[config.mk]
export PLATFORM = sky130hd
export DESIGN_NAME = literal_string_unescape
export DESIGN_NICKNAME = d
export VERILOG_FILES = /design/src/lsu_pkg.sv /design/src/lsu_front.sv /design/src/lsu_queue.sv /design/src/lsu_back.sv /design/src/literal_string_unescape.sv
export SDC_FILE = /design/constraint.sdc
export NUM_CORES = 1
export LEC_CHECK = 0
export BUFFER_PORTS_ARGS = -buffer_cell sky130_fd_sc_hd__buf_2
export CORE_AREA = 4 4 103 105
export DETAILED_ROUTE_END_ITERATION = 10
export DIE_AREA = 0 0 107 109
export PLACE_DENSITY = 0.7
export SYNTH_ARGS = -nofsm -noshare
export SYNTH_HDL_FRONTEND = slang
export SYNTH_SLANG_ARGS = --single-unit
[constraint.sdc]
create_clock -name clk -period 3.3 [get_ports clk]
set_input_delay 0.495 -clock clk [delete_from_list [all_inputs] [get_ports clk]]
set_output_delay 0.495 -clock clk [all_outputs]
set_load 0.05 [all_outputs]
[src/lsu_pkg.sv]
// Shared types and constants for the literal string unescaper.
// No dependencies; used by every module in src/ except lsu_checker.
package lsu_pkg;

  // Width of the parenthesis nesting counter.
  localparam int DEPTH_BITS = 8;
  localparam logic [DEPTH_BITS-1:0] DEPTH_MAX = {DEPTH_BITS{1'b1}};

  // Character codes.
  localparam logic [7:0] CH_OPEN   = 8'h28;
  localparam logic [7:0] CH_CLOSE  = 8'h29;
  localparam logic [7:0] CH_BSLASH = 8'h5C;
  localparam logic [7:0] CH_DIG0   = 8'h30;
  localparam logic [7:0] CH_DIG7   = 8'h37;
  localparam logic [7:0] CH_DIG9   = 8'h39;
  localparam logic [2:0] OCT_MASK  = 3'h7;
  localparam logic [1:0] OCT_LAST  = 2'd2;

  // Front-to-back queue geometry (depth must be a power of two).
  localparam int QUEUE_DEPTH = 4;
  localparam int QUEUE_AW    = $clog2(QUEUE_DEPTH);

  // One queue entry: the one or two results caused by a single input byte.
  // The second result, when present, is always a plain data byte.
  typedef struct packed {
    logic [7:0] first_byte;
    logic       first_valid;
    logic       first_end;
    logic       has_second;
    logic [7:0] second_byte;
  } entry_t;

endpackage

[src/lsu_front.sv]
// Front end: classifies each accepted byte, keeps the escape/octal/depth
// state and produces one queue entry per byte that yields results. Uses lsu_pkg.
module lsu_front (
  input  logic                 clk,
  input  logic                 rst,
  input  logic                 accept,
  input  logic [7:0]           in_byte,
  input  logic                 end_of_data,
  output logic                 q_push,
  output lsu_pkg::entry_t      q_entry
);

  logic                            escape_pending;
  logic                            octal_active;
  logic [1:0]                      octal_digits;
  logic [7:0]                      octal_value;
  logic [lsu_pkg::DEPTH_BITS-1:0]  paren_depth;

  logic is_dec;
  logic is_oct;
  logic ends;
  logic octal_now;
  logic flush;
  logic escape_next;
  logic octal_after;
  logic emit_c;

  always_comb begin
    is_dec = in_byte inside {[lsu_pkg::CH_DIG0:lsu_pkg::CH_DIG9]};
    is_oct = in_byte inside {[lsu_pkg::CH_DIG0:lsu_pkg::CH_DIG7]};
    ends = end_of_data ||
           (!escape_pending && (paren_depth == '0) && (in_byte == lsu_pkg::CH_CLOSE));
    octal_now   = octal_active || (escape_pending && is_dec);
    flush       = octal_now && (!is_oct || (octal_digits > lsu_pkg::OCT_LAST));
    escape_next = (in_byte == lsu_pkg::CH_BSLASH) && !escape_pending;
    octal_after = octal_now && !flush;
    emit_c      = !escape_next && !octal_after;
  end

  always_comb begin
    q_entry = '0;
    q_entry.second_byte = in_byte;
    if (ends) begin
      q_entry.first_byte  = octal_active ? octal_value : 8'h00;
      q_entry.first_valid = octal_active;
      q_entry.first_end   = 1'b1;
    end else if (flush) begin
      q_entry.first_byte  = octal_value;
      q_entry.first_valid = 1'b1;
      q_entry.has_second  = emit_c;
    end else begin
      q_entry.first_byte  = in_byte;
      q_entry.first_valid = 1'b1;
    end
    q_push = accept && (ends || flush || emit_c);
  end

  always_ff @(posedge clk) begin
    if (rst) begin
      escape_pending <= 1'b0;
      octal_active   <= 1'b0;
      octal_digits   <= '0;
      octal_value    <= '0;
      paren_depth    <= '0;
    end else if (accept) begin
      if (ends) begin
        escape_pending <= 1'b0;
        octal_active   <= 1'b0;
        octal_digits   <= '0;
        octal_value    <= '0;
        paren_depth    <= '0;
      end else begin
        if (!escape_pending) begin
          if (in_byte == lsu_pkg::CH_OPEN) begin
            if (paren_depth != lsu_pkg::DEPTH_MAX) begin
              paren_depth <= paren_depth + 1'b1;
            end
          end else if (in_byte == lsu_pkg::CH_CLOSE) begin
            paren_depth <= paren_depth - 1'b1;
          end
        end
        escape_pending <= escape_next;
        octal_active   <= octal_after;
        if (flush) begin
          octal_digits <= '0;
          octal_value  <= '0;
        end else if (octal_after) begin
          octal_digits <= octal_digits + 1'b1;
          octal_value  <= {octal_value[4:0], in_byte[2:0] & lsu_pkg::OCT_MASK};
        end
      end
    end
  end

endmodule

[src/lsu_queue.sv]
// Small FIFO of result entries between front and back ends.
// Depends on lsu_pkg for entry_t and the queue depth.
module lsu_queue (
  input  logic                 clk,
  input  logic                 rst,
  input  logic                 push,
  input  lsu_pkg::entry_t      wr_entry,
  input  logic                 pop,
  output lsu_pkg::entry_t      rd_entry,
  output logic                 full,
  output logic                 empty
);

  lsu_pkg::entry_t                  slots [lsu_pkg::QUEUE_DEPTH];
  logic [lsu_pkg::QUEUE_AW-1:0]     wr_ptr;
  logic [lsu_pkg::QUEUE_AW-1:0]     rd_ptr;
  logic [lsu_pkg::QUEUE_AW:0]       count;
  logic                             do_push;
  logic                             do_pop;

  assign full     = (count == (lsu_pkg::QUEUE_AW + 1)'(lsu_pkg::QUEUE_DEPTH));
  assign empty    = (count == '0);
  assign do_push  = push && !full;
  assign do_pop   = pop && !empty;
  assign rd_entry = slots[rd_ptr];

  always_ff @(posedge clk) begin
    if (do_push) begin
      slots[wr_ptr] <= wr_entry;
    end
  end

  always_ff @(posedge clk) begin
    if (rst) begin
      wr_ptr <= '0;
      rd_ptr <= '0;
      count  <= '0;
    end else begin
      if (do_push) begin
        wr_ptr <= wr_ptr + 1'b1;
      end
      if (do_pop) begin
        rd_ptr <= rd_ptr + 1'b1;
      end
      if (do_push && !do_pop) begin
        count <= count + 1'b1;
      end else if (do_pop && !do_push) begin
        count <= count - 1'b1;
      end
    end
  end

endmodule

[src/lsu_back.sv]
// Back end: splits queue entries into single results and holds the
// oldest one in the output register. Depends on lsu_pkg.
module lsu_back (
  input  logic                 clk,
  input  logic                 rst,
  input  logic                 q_empty,
  input  lsu_pkg::entry_t      q_entry,
  output logic                 q_pop,
  input  logic                 pop,
  output logic                 empty,
  output logic [7:0]           out_byte,
  output logic                 byte_valid,
  output logic                 string_end
);

  logic       out_full;
  logic       second_pending;
  logic [7:0] second_byte;
  logic       load;

  // Output slot frees up when empty or when its transaction completes.
  assign load  = !out_full || pop;
  assign q_pop = load && !second_pending && !q_empty;
  assign empty = !out_full;

  always_ff @(posedge clk) begin
    if (rst) begin
      out_full       <= 1'b0;
      second_pending <= 1'b0;
    end else if (load) begin
      if (second_pending) begin
        out_full       <= 1'b1;
        second_pending <= 1'b0;
      end else if (!q_empty) begin
        out_full       <= 1'b1;
        second_pending <= q_entry.has_second;
      end else begin
        out_full <= 1'b0;
      end
    end
  end

  always_ff @(posedge clk) begin
    if (load) begin
      if (second_pending) begin
        out_byte   <= second_byte;
        byte_valid <= 1'b1;
        string_end <= 1'b0;
      end else if (!q_empty) begin
        out_byte    <= q_entry.first_byte;
        byte_valid  <= q_entry.first_valid;
        string_end  <= q_entry.first_end;
        second_byte <= q_entry.second_byte;
      end
    end
  end

endmodule

[src/literal_string_unescape.sv]
// Top level of the literal string unescaper: front end, entry queue, back end.
// Depends on lsu_pkg, lsu_front, lsu_queue and lsu_back.
//
//  channel  | handshake          | payload                           | transaction when
//  ---------+--------------------+-----------------------------------+-----------------------
//  input    | push / full        | in_byte[7:0], end_of_data         | push && !full
//  result   | empty / pop        | out_byte[7:0], byte_valid,        | pop && !empty
//           |                    | string_end                        |
//
// One input byte is taken per cycle while full is low; the front end updates its
// state in the cycle of the transaction and writes at most one queue entry.
// The output register issues one result per cycle while pop keeps up, so a byte
// that causes two results (octal flush, then the byte that ended the octal run)
// is issued as two separate results. A 4-entry queue between front and back
// absorbs those and output stalls; full rises only when it fills. A result
// reaches the ports by a queue write, then an output register load.
// Synchronous reset; no clearing pass.
module literal_string_unescape (
  input  logic       clk,
  input  logic       rst,
  input  logic       push,
  output logic       full,
  input  logic [7:0] in_byte,
  input  logic       end_of_data,
  output logic       empty,
  input  logic       pop,
  output logic [7:0] out_byte,
  output logic       byte_valid,
  output logic       string_end
);

  logic            accept;
  logic            q_push;
  lsu_pkg::entry_t q_wr_entry;
  lsu_pkg::entry_t q_rd_entry;
  logic            q_pop;
  logic            q_empty;

  // Input transaction: accepted bytes always update the parse state.
  assign accept = push && !full;

  // Classification and parse state (escape, octal collection, nesting depth).
  lsu_front u_front (
    .clk         (clk),
    .rst         (rst),
    .accept      (accept),
    .in_byte     (in_byte),
    .end_of_data (end_of_data),
    .q_push      (q_push),
    .q_entry     (q_wr_entry)
  );

  // Decoupling queue; bytes that yield no result (a backslash, a collected
  // octal digit) never occupy an entry.
  lsu_queue u_queue (
    .clk      (clk),
    .rst      (rst),
    .push     (q_push),
    .wr_entry (q_wr_entry),
    .pop      (q_pop),
    .rd_entry (q_rd_entry),
    .full     (full),
    .empty    (q_empty)
  );

  // Result sequencing and output register.
  lsu_back u_back (
    .clk        (clk),
    .rst        (rst),
    .q_empty    (q_empty),
    .q_entry    (q_rd_entry),
    .q_pop      (q_pop),
    .pop        (pop),
    .empty      (empty),
    .out_byte   (out_byte),
    .byte_valid (byte_valid),
    .string_end (string_end)
  );

endmodule

; ---- Yosys cells after proc, flatten, opt, wreduce, memory -nomap -nowiden
; Memories as Yosys holds them, arrays and structs flattened. A register that Yosys moved wholly into a read port is not among the register bits.
; Cells that the tools add are included.
[totals]
output_inout_bits = 12
regBits = 47
mem_bits_ro = 0
ramBits = 76
input_bits = 13
mem_count = 1
latch_bits = 0
[op_classes]
n_eq_ne = 8
magnitude_cmp = 4
n_mul = 0
n_div = 0
add_sub_neg = 7
n_shift = 0
reduce_logical = 43
muxes = 33
bitwise = 2
[memory_table]
columns = name, words, word_bits, read_ports, rd_ports_with_merged_regs, write_ports, line
row1 = u_queue.slots, 4, 19, 1, 1, 1, lsu_queue.sv:14  ; lsu_pkg::entry_t slots [lsu_pkg::QUEUE_DEPTH];
[op_table]
columns = operator, count
row1 = 2-to-1 mux 8 bit, 11
row2 = 2-to-1 mux 9 bit, 2
row3 = logical AND 1 bit, 17
row4 = equality test 8 x 6 -> 1 bit (second input constant), 2
row5 = <= comparator 8 x 6 -> 1 bit (second input constant), 2
row6 = 2-to-1 mux 1 bit, 13
row7 = logical NOT 1 bit, 11
row8 = 2-to-1 mux 2 bit, 5
row9 = adder 8 x 1 -> 8 bit (second input constant), 1
row10 = equality test 8 x 7 -> 1 bit (second input constant), 1
row11 = >= comparator 8 x 6 -> 1 bit (second input constant), 1
row12 = logical NOT 8 bit, 1
row13 = inequality test 8 bit (second input constant), 1
row14 = subtractor 8 x 1 -> 8 bit (second input constant), 1
row15 = adder 2 x 1 -> 2 bit (second input constant), 3
row16 = logical OR 1 bit, 6
row17 = 2-to-1 mux 3 bit, 2
row18 = nonzero test 3 bit, 2
row19 = inequality test 2 bit (second input constant), 2
row20 = AND reduction 2 bit, 2
row21 = AND reduction 4 bit, 1
row22 = adder 3 x 1 -> 3 bit (second input constant), 1
row23 = equality test 3 bit (second input constant), 1
row24 = logical NOT 3 bit, 1
row25 = other kinds (6), 7

; ---- Longest topological paths before layout
; Gate-level depths: netlist of the first run.
[depth]
depth_word = 16
depth_mapped = 11
depth_no_buf = 11

; ---- Modules after synthesis
; From an unflattened synthesis of the first run, not the netlist that was laid out.
[unflattened]
cells_unflattened = 353
area_unflattened_um2 = 5386.4
[modules_own_cells]
columns = module, cells_per_inst, seq_area_each_um2, area_per_inst_um2, n_inst
row1 = lsu_queue, 147, 2462.4, 3221.8, 1
row2 = lsu_front, 163, 400.4, 1395.1, 1
row3 = lsu_back, 42, 580.6, 755.7, 1
row4 = literal_string_unescape, 1, 0.0, 13.8, 1

; ---- Least setup slack after synthesis of the first run
; No wires, ideal clock.
[synth_timing]
path_kind = input to register
startpoint = input in_byte[2]
endpoint = register u_queue.count[2] in the netlist's numbering
setup_ps = 70
path_stages = 11
path_buffers = 1
arrival_ps = 3018
required_time_ps = 3230
slack_ps = 212
cell_sequence = or4b_4 > nor4_2 > a21oi_1 > buf_2 > a21oi_2 > ha_1 > inv_1 > fa_1 > xor2_1 > or3_1 > a21oi_1
[synth_between]
elab_chain_cells = 15
elab_cells_between_ends = 29
[synth_rtl]
columns = element, line
row1 = start: declaration, literal_string_unescape.sv:23  ; input logic [7:0] in_byte,
row2 = >= comparator 8 x 6 -> 1 bit (tied with other cells), "lsu_front.sv:29, lsu_front.sv:30"
row3 = "logical AND 1 bit, on equally long branches", "lsu_front.sv:29, lsu_front.sv:30"
row4 = logical AND 1 bit or logical NOT 1 bit (tied branches), "lsu_front.sv:33, lsu_front.sv:34"
row5 = "logical OR 1 bit, on equally long branches", "lsu_front.sv:33, lsu_front.sv:34"
row6 = logical AND 1 bit, lsu_front.sv:34  ; flush = octal_now && (!is_oct || (octal_digits > lsu_pkg::OCT_LAST));
row7 = logical NOT 1 bit, lsu_front.sv:36  ; octal_after = octal_now && !flush;
row8 = logical AND 1 bit, lsu_front.sv:36
row9 = logical NOT 1 bit, lsu_front.sv:37  ; emit_c = !escape_next && !octal_after;
row10 = logical AND 1 bit, lsu_front.sv:37
row11 = logical OR 1 bit (*), lsu_front.sv:55  ; q_push = accept && (ends || flush || emit_c);
row12 = logical AND 1 bit (*), lsu_front.sv:55
row13 = logical AND 1 bit (*), lsu_queue.sv:23  ; assign do_push = push && !full;
row14 = net u_queue.do_push, lsu_queue.sv:18  ; logic do_push;
row15 = logical NOT 1 bit, lsu_queue.sv:47  ; end else if (do_pop && !do_push) begin
row16 = logical AND 1 bit, lsu_queue.sv:47
row17 = nonzero test 2 bit (no line), -
row18 = end signal: assignment, lsu_queue.sv:46  ; count <= count + 1'b1;
row19 = end signal: assignment, lsu_queue.sv:48  ; count <= count - 1'b1;
row20 = end: declaration, lsu_queue.sv:17  ; logic [lsu_pkg::QUEUE_AW:0] count;
; The timed path passes the listed nets; every way through them passes the cells marked *.
; A chain may end at the register's enable or synchronous reset.

; ---- Worst setup path after layout of the first run
[layout_timing]
startpoint = input in_byte[2]
endpoint = register u_front.paren_depth[7] in the netlist's numbering
[layout_between]
elab_chain_cells = 5
elab_cells_between_ends = 11
[layout_rtl]
columns = element, line
row1 = equality test 8 x 6 -> 1 bit, "lsu_front.sv:32, lsu_front.sv:78"
row2 = logical AND 1 bit, lsu_front.sv:32  ; (!escape_pending && (paren_depth == '0) && (in_byte == lsu_pkg::CH_CLOSE));
row3 = logical OR 1 bit, lsu_front.sv:31  ; ends = end_of_data ||
row4 = inequality test 3 x 2 -> 1 bit (no line) (tied with other cells), -
row5 = AND reduction 4 bit (no line), -
row6 = end signal: assignment, lsu_front.sv:76  ; paren_depth <= paren_depth + 1'b1;
row7 = end signal: assignment, lsu_front.sv:79  ; paren_depth <= paren_depth - 1'b1;
row8 = end: declaration, lsu_front.sv:17  ; logic [lsu_pkg::DEPTH_BITS-1:0] paren_depth;
; Several ways; a longest one is shown, not always the timed one. The select of a mux whose other input is x is not followed.

==> results of run 1 <==
worst min-delay path, cell delays in order:
cell and delay, ns:
sky130_fd_sc_hd__buf_2 0.07, sky130_fd_sc_hd__nor2_1 0.06, sky130_fd_sc_hd__nor2b_1 0.11, sky130_fd_sc_hd__nor2_1 0.04
kinds of logic after synthesis:
| kind of cell | count (synthesis) | share of synthesized area |
|---|---|---|
| xor+xnor | 9 | 0.0151 |
| buf+inv | 26 | 0.0216 |
| fa+ha+maj | 14 | 0.0364 |
| mux | 30 | 0.105 |
| compound gates | 49 | 0.0663 |
| flops | 125 | 0.659 |
| simple gates | 94 | 0.0967 |
through the flow:
step	worst slack, ns	total power (uW)	utilization
after detailed placement	0.0418	3470	0.582
final	0.542	5510	0.651
after global routing	0.320	5750	0.651
after global placement	0.103	3420	0.582
after floorplan	0.212	3110	-
after CTS	0.578	5560	0.651
cells in the final DEF, fill, tap and decap left out, types with 4 or more instances in the layout:
master	netlist	final
sky130_fd_sc_hd__a21oi_1	16	16
sky130_fd_sc_hd__nor2_1	25	25
sky130_fd_sc_hd__nand3_1	15	15
sky130_fd_sc_hd__mux4_2	19	19
sky130_fd_sc_hd__xnor2_1	6	6
sky130_fd_sc_hd__and2_1	4	4
sky130_fd_sc_hd__edfxtp_1	94	94
sky130_fd_sc_hd__buf_2	3	24
sky130_fd_sc_hd__nor2b_1	4	4
sky130_fd_sc_hd__nand2_1	17	17
sky130_fd_sc_hd__dfxtp_1	31	31
sky130_fd_sc_hd__a22o_1	6	6
sky130_fd_sc_hd__ha_1	12	12
sky130_fd_sc_hd__inv_1	13	13
sky130_fd_sc_hd__nor3_1	5	5
sky130_fd_sc_hd__a22oi_1	7	7
sky130_fd_sc_hd__clkbuf_16	0	16
sky130_fd_sc_hd__bufinv_16	0	7
sky130_fd_sc_hd__buf_4	1	21
sky130_fd_sc_hd__mux2_2	8	8
power breakdown:
part / leakage [uW] / switching [uW] / internal, uW
clock network: 0.000323 / 638 / 1450
logic: 0.000783 / 729 / 488
registers: 0.00113 / 160 / 2040
layer usage:
layer	wire [um]	vias to the layer above	track usage
met1	4440	1516	0.251
met2	4980	82	0.311
met3	443	15	0.0515
met4	176	0	0.0776
li1	-	1444	-
met5	0	-	0
path summary, 6_finish.rpt:
check	slack, ns	depth (start not counted)	end	startpoint
min reg2reg	0.45	2	u_front.octal_value[7]$_SDFFE_PP0P_	u_front.octal_value[7]$_SDFFE_PP0P_
min	0.31	4	u_back.out_full$_SDFFE_PP0N_	pop
max	0.54	10	u_front.paren_depth[7]$_SDFFE_PP0P_	in_byte[2]
max reg2reg	0.69	10	u_queue.count[2]$_SDFFE_PP0P_	u_front.paren_depth[1]$_SDFFE_PP0P_
sequential cells by signal, summed over array words and instances, names as in the netlist, named ones only:
| name | flops |
|---|---|
| u_back.out_byte | 8 |
| u_front.octal_value | 8 |
| u_back.second_byte | 8 |
| u_queue.count | 3 |
| u_front.escape_pending | 1 |
| u_front.paren_depth | 8 |
| u_queue.rd_ptr | 2 |
| u_front.octal_active | 1 |
| u_back.byte_valid | 1 |
| u_front.octal_digits | 2 |
| u_back.second_pending | 1 |
| u_queue.slots | 76 |
| u_queue.wr_ptr | 2 |
| u_back.out_full | 1 |
| u_back.string_end | 1 |
final cells by class:
type / instances / area (um^2)
flip-flops and latches: 125 / 3440
fillers: 693 / 3370
multi-input cells: 196 / 1670
clock buffers: 19 / 422
repair buffers: 45 / 278
clock inverters: 13 / 244
well taps: 133 / 166
inverters: 13 / 48.8
==> impl_metrics.tcl, run 1 <==
set metrics [dict create \
    run_status "finished clean" \
    period_share 0.836 \
    post_route_cells_drive_above_1_share 0.268 \
    netlist_top_cells_area "sky130_fd_sc_hd__edfxtp_1 54%, sky130_fd_sc_hd__dfxtp_1 12%, sky130_fd_sc_hd__mux4_2 8.2%" \
    irDropWorstVdd_mv 0.389 \
    crit_path_max_fanout 8 \
    cts.repair_timing.setup_buffer_count 0 \
    synthesis.instances 347 \
    placeableCoreArea_mm2 0.00964 \
    first_pass_grt_wire_length_mm 16.4 \
    clk_root_buffer_cell "sky130_fd_sc_hd__clkbuf_8" \
    critPathKind "primary input to register" \
    drtAntennaViolNets 0 \
    ctsHoldBuffers 0 \
    drv.max_cap_violation_count 0 \
    first_iter_violations 197 \
    htree_num_levels 4 \
    crit_buf_inv 1 \
    final_cell_area_mm2 0.00627 \
    async_reset_ff_frac 0 \
    detail_route.vias_per_cell 5.62 \
    timing.critical_path.from_type "primary input" \
    starting_density_of_the_core 0.542 \
    cts_made_buffers 17 \
    min-delay-path-class "primary input to register" \
    finalNonFillerCells 544 \
    synth-seq-cells 125 \
    ioPinCount 25 \
    routed_wirelength_mm 10.0 \
    arrival_ns 3.20 \
    row_count 36 \
    die_w_um 107 \
    delay_of_the_slowest_cell_on_the_worst_path_ns 0.54 \
    total_track_usage 0.193 \
    path_cells "buf_2 > or4b_4 > or2_1 > ha_1 > a21oi_1 > o211ai_1 > o41ai_1 > xnor2_1 > or4_1 > a31oi_1" \
    grt_start_max_net_pins 33 \
    syn-cell-area_mm2 0.00523 \
    number_of_enable_type_register_cells_in_the_synthesized_netlist 94 \
    synth.distinct_cells 57 \
    post-place-cells 512 \
    power-per-cell-area_mw_per_mm2 878 \
    setup_total_negative_slack_ns 0 \
    clk_path_buf_depth 2 \
    via_total_after_detailed_routing 3057 \
    timing_max_transition_violations_final 0 \
    timing.critical_path.slowest_stage_cell "sky130_fd_sc_hd__or4b_4" \
    power_leakage_uw 0.00224 \
    cell_area_placed_mm2 0.00561 \
    critical-path-top-delay-family "simple AND/OR/NAND/NOR gates" \
    clock_sink_count 125 \
    finalWorstPathRequiredPeriod_ns 2.76 \
    clkSlewWorstSetupHoldPaths_ns 0.05 \
    io_buffers 24 \
    design.die.area_mm2 0.0117 \
    netlist.area_leader.share 0.540 \
    whs_ns 0.307 \
    synth_warnings 0 \
    area_growth_pct 20.0 \
    clkLatencyLatePin_ns 0.52 \
    wl_per_cell_um 18.5 \
    route.detailed.drc 0 \
    firstDrtPassIters 5 \
    synth_largest_area_cell "sky130_fd_sc_hd__edfxtp_1" \
    report.final.hold_viol_count 0 \
    report.final.setup_viol 0 \
    cp_data_required_time_ns 3.74 \
    cts_tree "built" \
    worst_case_clock_skew_ns 0.00561 \
    grt_antenna_before_repair 0 \
    worst_setup_path_end_kind "register" \
    synth_nets 374 \
    gp_routability_congestion 0.787 \
    unrepaired_setup_endpoints_after_global_routing "false" \
    maxSlewHeadroom 0.383 \
    max_freq_mhz 363 \
    commonest_cells_post_synth "94 x sky130_fd_sc_hd__edfxtp_1, 31 x sky130_fd_sc_hd__dfxtp_1, 25 x sky130_fd_sc_hd__nor2_1" \
    finalNetCount 425 \
    synth_area_per_cell_um2 15.1 \
    first_global_vias 2981 \
    post_synth_top_flop "sky130_fd_sc_hd__edfxtp_1" \
    height_of_the_die_um 109 \
    timing_worst_slew_pin_value_ns 0.923 \
    dp.final_hpwl_mm 6.54 \
    synthMostInstantiatedCell "sky130_fd_sc_hd__edfxtp_1" \
    antenna_cells_inserted 0 \
    share_of_the_yosys_chip_area_belonging_to_registers 0.659 \
    post_cts_resized 0 \
    globalRouteOverflowTotal 0 \
]
Note: power is estimated with default switching activity, not from simulation.
==> inputs of run 2 (changes only) <==
--- a/config.mk
+++ b/config.mk
@@ -5,10 +5,11 @@
 export SDC_FILE = /design/constraint.sdc
 export NUM_CORES = 1
 export LEC_CHECK = 0
+export ABC_AREA = 1
 export BUFFER_PORTS_ARGS = -buffer_cell sky130_fd_sc_hd__buf_2
-export CORE_AREA = 4 4 103 105
+export CORE_AREA = 4 4 107 109
 export DETAILED_ROUTE_END_ITERATION = 10
-export DIE_AREA = 0 0 107 109
+export DIE_AREA = 0 0 111 113
 export PLACE_DENSITY = 0.7
 export SYNTH_ARGS = -nofsm -noshare
 export SYNTH_HDL_FRONTEND = slang
==> constraint.sdc (replaced) <==
create_clock -name clk -period 2.44 [get_ports clk]
set_input_delay 0.366 -clock clk [delete_from_list [all_inputs] [get_ports clk]]
set_output_delay 0.366 -clock clk [all_outputs]
set_load 0.05 [all_outputs]
==> impl_metrics.tcl, run 2 <==
set metrics [dict create \
    report.power.total_uw 7380 \
    dp.final_hpwl_mm 8.17 \
    crit_path_max_fanout 5 \
    placeableCoreArea_mm2 0.0106 \
    run_status "finished clean" \
    post_synth_top_flop "sky130_fd_sc_hd__edfxtp_1" \
    clk_root_buffer_cell "sky130_fd_sc_hd__clkbuf_8" \
    row_count 38 \
    clock_sink_count 125 \
    commonest_cells_after_routing_fill_and_taps_aside "109 x sky130_fd_sc_hd__nor2_1, 94 x sky130_fd_sc_hd__edfxtp_1, 68 x sky130_fd_sc_hd__nand2_1" \
    min-delay-path-class "primary input to register" \
    drtAntennaViolNets 0 \
    via_total_after_detailed_routing 4118 \
    number_of_enable_type_register_cells_in_the_synthesized_netlist 94 \
    worst_setup_path_end_kind "register" \
    antenna_cells_inserted 0 \
    report.final.setup_viol 0 \
    synth-seq-cells 125 \
    routed_wirelength_mm 12.4 \
    route.top_layer_used "met4" \
    netlist.area_leader.share 0.502 \
    pre_cts_slack_ns 0.0000802 \
    async_reset_ff_frac 0 \
    multi_input_area_mm2 0.00188 \
    grt_start_max_net_pins 39 \
    share_of_the_yosys_chip_area_belonging_to_registers 0.612 \
    timing_worst_slew_pin_value_ns 0.682 \
    starting_density_of_the_core 0.530 \
    finalWorstPathRequiredPeriod_ns 2.21 \
    clkSlewWorstSetupHoldPaths_ns 0.06 \
    irDropWorstVdd_mv 0.609 \
    drv.max_cap_violation_count 0 \
    cp_data_required_time_ns 2.85 \
    wl_per_cell_um 16.4 \
    maxSlewHeadroom 0.545 \
    height_of_the_die_um 113 \
    io_buffers 24 \
    max_freq_mhz 452 \
    period_share 0.908 \
    most_flops_register "u_queue.slots" \
    synth_nets 581 \
    htree_num_levels 4 \
    firstDrtPassIters 5 \
    clkLatencyLatePin_ns 0.52 \
    fin_ws_ns 0.225 \
    design.die.area_mm2 0.0125 \
    report.final.hold_viol_count 0 \
    globalRouteOverflowTotal 0 \
    largest_register_ff_count 76 \
    gp_routability_congestion 0.850 \
    synth_area_per_cell_um2 10.1 \
    arrival_ns 2.62 \
    detail_route.vias_per_cell 5.45 \
    synth_warnings 0 \
    synthesis.instances 554 \
    layout.area.seq_mm2 0.00345 \
    power.clock.fraction 0.313 \
    wl_met2_mm 6.46 \
    ctsHoldBuffers 0 \
    grt_antenna_before_repair 0 \
    layout_commonest_cell "sky130_fd_sc_hd__nor2_1" \
    total_track_usage 0.210 \
    power_switching_share 0.342 \
    power_report.internal_total_uw 4850 \
    route.detailed.drc 0 \
    routed-wl-met3_um 539 \
    synth.distinct_cells 37 \
    critPathKind "register to register" \
    first_global_vias 4085 \
    die_w_um 111 \
    synth_largest_area_cell "sky130_fd_sc_hd__edfxtp_1" \
    timing_max_transition_violations_final 0 \
    power-per-cell-area_mw_per_mm2 1120 \
    first_pass_grt_wire_length_mm 20.5 \
    timing.critical_path.from_type "register" \
    commonest_cells_post_synth "111 x sky130_fd_sc_hd__nor2_1, 94 x sky130_fd_sc_hd__edfxtp_1, 68 x sky130_fd_sc_hd__nand2_1" \
    p_seq_frac 0.400 \
    relative_contribution_of_combinational_cells_to_total_power 0.287 \
    cts_tree "built" \
    clk_path_buf_depth 2 \
    ioPinCount 25 \
    worst_case_clock_skew_ns 0.0132 \
    synthMostInstantiatedCell "sky130_fd_sc_hd__nor2_1" \
    detail_route.wirelength.met1_mm 4.98 \
    syn-cell-area_mm2 0.00562 \
    area_growth_pct 17.2 \
    first_iter_violations 294 \
    cts_made_buffers 17 \
    netlist_top_cells_area "sky130_fd_sc_hd__edfxtp_1 50%, sky130_fd_sc_hd__dfxtp_1 11%, sky130_fd_sc_hd__nor2_1 7.4%" \
    net-switching-power_uw 2530 \
    power_leakage_uw 0.00259 \
    filler_cell_count 837 \
    post_route_cells_drive_above_1_share 0.192 \
    finalNetCount 630 \
]
-- run 2: cell types whose count changed in the layout (fill, tap and decap cells not counted), sizes merged, moves of 7 or more --
cell / change
inv: +39
o22ai: +9
a22o: -7
mux2: -8
nand3: +12
nor2: +93
mux4: -19
a21oi: +14
a22oi: -7
nand2: +59
o21ai: +56
-- run 2: final timing paths --
path,start,to,cells after the start,slack (ns)
setup / recovery,u_front.paren_depth[5]$_SDFFE_PP0P_,u_queue.count[2]$_SDFFE_PP0P_,16,0.23
hold / removal,in_byte[4],u_queue.slots[0][4]$_DFFE_PP_,1,0.12
setup reg to reg,u_front.paren_depth[5]$_SDFFE_PP0P_,u_queue.count[2]$_SDFFE_PP0P_,16,0.23
hold reg to reg,u_queue.rd_ptr[0]$_SDFFE_PP0P_,u_queue.rd_ptr[0]$_SDFFE_PP0P_,1,0.48
-- run 2: timing repair --
action | in CTS | in global routing
setup buffers | 0 | 3
endpoints found under the setup margin | 0 | 1
endpoints found under the hold margin | 0 | 0
resized for setup | 0 | 6
-- run 2: through the flow --
| stage | instances | TNS (ns) | util | cell area, um^2 | hold WS, ns |
|---|---|---|---|---|---|
| 2_1_floorplan | 554 | 0 | - | 5620 | 0.435 |
| 3_3_place_gp | 721 | 0 | 0.567 | 6010 | 0.457 |
| 3_5_place_dp | 721 | 0 | 0.567 | 6010 | 0.467 |
| 4_1_cts | 753 | 0 | 0.619 | 6560 | 0.106 |
| 5_1_grt | 756 | -0.00756 | 0.622 | 6590 | 0.114 |
| 6_report | 756 | 0 | 0.622 | 6590 | 0.124 |
-- run 2: power by group through the flow --
| stage | Clock, uW | Combinational [uW] | Sequential (uW) |
|---|---|---|---|
| 3_3_place_gp | 0 | 2060 | 2980 |
| 6_report | 2310 | 2120 | 2950 |
| 5_1_grt | 2440 | 2350 | 2990 |
| 3_5_place_dp | 0 | 2120 | 2990 |
| 2_1_floorplan | 0 | 1180 | 3290 |
| 4_1_cts | 2330 | 2140 | 2950 |
-- run 2: cell families (layout without fill, tap and decap cells) --
logic type,count (synthesis),after routing,synth area share
xor+xnor,3,3,0.00467
buf+inv,70,132,0.0550
compound gates,110,110,0.110
simple gates,232,232,0.184
flops,125,125,0.612
fa+ha+maj,14,14,0.0338
-- run 2: worst max-delay path: stages, from the launching register on --
cell	delay [ns]
sky130_fd_sc_hd__dfxtp_1	0.31
sky130_fd_sc_hd__nor2_2	0.14
sky130_fd_sc_hd__nand2_1	0.09
sky130_fd_sc_hd__nor2_2	0.14
sky130_fd_sc_hd__nand3_2	0.11
sky130_fd_sc_hd__nand2_4	0.10
sky130_fd_sc_hd__inv_6	0.04
sky130_fd_sc_hd__nand3_4	0.07
sky130_fd_sc_hd__nand2_1	0.07
sky130_fd_sc_hd__inv_1	0.06
sky130_fd_sc_hd__ha_1	0.13
sky130_fd_sc_hd__inv_1	0.06
sky130_fd_sc_hd__fa_1	0.38
sky130_fd_sc_hd__a21oi_1	0.13
sky130_fd_sc_hd__o21ai_1	0.09
sky130_fd_sc_hd__o21ai_1	0.14
sky130_fd_sc_hd__a21oi_1	0.05
-- run 2: final cells by class --
class,instances,area share
inverter,54,0.0323
clock inverter,13,0.0190
multi-input combinational,359,0.285
sequential,125,0.523
timing repair buffer,46,0.0509
clock buffer,19,0.0640
tap,140,0.0266
-- run 2: per-layer routing --
metal | vias up | GRT usage
li1 | 1999 | -
met1 | 1970 | 0.244
met2 | 118 | 0.371
met3 | 31 | 0.0406
met4 | 0 | 0.108
met5 | - | 0
==> inputs of run 3 (changes only) <==
--- a/config.mk
+++ b/config.mk
@@ -5,11 +5,10 @@
 export SDC_FILE = /design/constraint.sdc
 export NUM_CORES = 1
 export LEC_CHECK = 0
-export ABC_AREA = 1
 export BUFFER_PORTS_ARGS = -buffer_cell sky130_fd_sc_hd__buf_2
-export CORE_AREA = 4 4 107 109
+export CORE_AREA = 4 4 103 105
 export DETAILED_ROUTE_END_ITERATION = 10
-export DIE_AREA = 0 0 111 113
+export DIE_AREA = 0 0 107 109
 export PLACE_DENSITY = 0.7
 export SYNTH_ARGS = -nofsm -noshare
 export SYNTH_HDL_FRONTEND = slang
==> impl_metrics.tcl, run 3 (synthesized netlist as in run 1, its figures left out) <==
set metrics [dict create \
    wl_per_cell_um 17.9 \
    firstDrtPassIters 4 \
    design.die.area_mm2 0.0117 \
    placeableCoreArea_mm2 0.00964 \
    arrival_ns 2.87 \
    commonest_cells_after_routing_fill_and_taps_aside "94 x sky130_fd_sc_hd__edfxtp_1, 56 x sky130_fd_sc_hd__buf_4, 31 x sky130_fd_sc_hd__dfxtp_1" \
    p_seq_frac 0.382 \
    net-switching-power_uw 2110 \
    timing_worst_slew_pin_value_ns 1.08 \
    fin_ws_ns 0.0143 \
    finalNetCount 464 \
    antenna_cells_inserted 0 \
    power_report.internal_total_uw 5410 \
    worst_setup_path_end_kind "register" \
    cts_made_buffers 17 \
    critPathKind "primary input to register" \
    htree_num_levels 4 \
    clkLatencyLatePin_ns 0.52 \
    first_pass_grt_wire_length_mm 17.3 \
    max_freq_mhz 412 \
    io_buffers 24 \
    irDropWorstVdd_mv 0.620 \
    clkSlewWorstSetupHoldPaths_ns 0.06 \
    final_cell_area_mm2 0.00670 \
    crit_path_max_fanout 5 \
    report.final.hold_viol_count 0 \
    power.clock.fraction 0.360 \
    drtAntennaViolNets 0 \
    crit-reg2reg-launch "u_front.paren_depth[7]$_SDFFE_PP0P_" \
    detail_route.vias_per_cell 5.47 \
    report.power.total_uw 7520 \
    total_track_usage 0.203 \
    height_of_the_die_um 109 \
    route.detailed.drc 0 \
    dp.final_hpwl_mm 6.84 \
    min-delay-path-class "primary input to register" \
    starting_density_of_the_core 0.542 \
    timing.critical_path.from_type "primary input" \
    post_route_cells_drive_above_1_share 0.373 \
    largest_register_ff_count 76 \
    worst_case_clock_skew_ns 0.00504 \
    finalWorstPathRequiredPeriod_ns 2.43 \
    first_global_vias 3330 \
    period_share 0.994 \
    min_from "pop" \
    critPathLaunch "in_byte[1]" \
    layout_commonest_cell "sky130_fd_sc_hd__edfxtp_1" \
    drv.max_cap_violation_count 0 \
    report.final.setup_viol 0 \
    via_total_after_detailed_routing 3189 \
    cts_tree "built" \
    clk_path_buf_depth 2 \
    power_leakage_uw 0.00245 \
    routed_wirelength_mm 10.5 \
    relative_contribution_of_combinational_cells_to_total_power 0.258 \
    gp_routability_congestion 0.839 \
    power-per-cell-area_mw_per_mm2 1120 \
    row_count 36 \
    clock_sink_count 125 \
    area_growth_pct 28.2 \
    timing_max_transition_violations_final 0 \
    die_w_um 107 \
    setup_total_negative_slack_ns 0 \
    ioPinCount 25 \
    grt_antenna_before_repair 0 \
    whs_ns 0.192 \
    grt_start_max_net_pins 33 \
    unrepaired_setup_endpoints_after_global_routing "true" \
    pre_cts_slack_ns -0.592 \
    cell_area_placed_mm2 0.00598 \
    most_flops_register "u_queue.slots" \
    power_switching_share 0.281 \
    first_iter_violations 224 \
    globalRouteOverflowTotal 0 \
    run_status "finished clean" \
    cp_data_required_time_ns 2.88 \
    clk_root_buffer_cell "sky130_fd_sc_hd__clkbuf_8" \
    maxSlewHeadroom 0.278 \
]
[run 3: cell count changes in the layout (fill, tap and decap cells not counted), moves of 16 or more]
cell	before	now
sky130_fd_sc_hd__a21oi_1	30	14
sky130_fd_sc_hd__buf_4	18	56
sky130_fd_sc_hd__inv_1	42	12
sky130_fd_sc_hd__mux4_2	0	19
sky130_fd_sc_hd__nand2_1	68	17
sky130_fd_sc_hd__nor2_1	109	25
sky130_fd_sc_hd__o21ai_0	46	3
[run 3: final timing paths]
kind | cells after the start | to | slack, ns
worst max-delay path | 10 | u_front.paren_depth[7]$_SDFFE_PP0P_ | 0.01
worst min register to register | 2 | u_front.octal_digits[1]$_SDFFE_PP0P_ | 0.46
worst max register to register | 10 | u_queue.count[2]$_SDFFE_PP0P_ | 0.12
worst min-delay path | 4 | u_back.out_full$_SDFFE_PP0N_ | 0.19
[run 3: layout make-up]
| cell class | instances | area [um^2] |
|---|---|---|
| multi-input cells | 196 | 1780 |
| well taps | 133 | 166 |
| flip-flops and latches | 125 | 3440 |
| repair buffers | 84 | 621 |
| inverters | 13 | 48.8 |
| clock inverters | 14 | 223 |
| fillers | 674 | 2940 |
| clock buffers | 18 | 418 |
[run 3: worst max-delay path, stage by stage]
cell	delay, ns
sky130_fd_sc_hd__buf_2	0.12
sky130_fd_sc_hd__or4b_4	0.56
sky130_fd_sc_hd__or2_4	0.32
sky130_fd_sc_hd__ha_1	0.30
sky130_fd_sc_hd__nand3_1	0.08
sky130_fd_sc_hd__o211ai_1	0.13
sky130_fd_sc_hd__o41ai_2	0.33
sky130_fd_sc_hd__xnor2_1	0.12
sky130_fd_sc_hd__or4_1	0.40
sky130_fd_sc_hd__a31oi_1	0.13
[run 3: layer usage]
metal,vias up,global-route usage,wire (um)
met2,83,0.333,5250
li1,1511,-,-
met4,0,0.0941,298
met3,24,0.0616,502
met1,1571,0.249,4410
met5,-,0,0
[run 3: power by group through the flow]
stage | registers [uW] | clock network (uW) | logic, uW
after floorplan | 3220 | 0 | 1010
after global placement | 2900 | 0 | 1900
after global routing | 2910 | 2860 | 2120
after CTS | 2880 | 2740 | 1940
final | 2870 | 2710 | 1940
after detailed placement | 2920 | 0 | 1930
[run 3: per-stage QoR]
step                utilization  cells
floorplan                     -    347
global placement          0.621    550
detailed placement        0.621    550
CTS                       0.688    582
global route              0.695    583
finish                    0.695    583
[run 3: what timing repair did]
| item | CTS | global route |
|---|---|---|
| pin swaps | 0 | 11 |
| setup buffers | 0 | 1 |
| hold buffers | 0 | 0 |
| gates resized for setup | 2 | 7 |
| setup endpoints to repair | 11 | 2 |
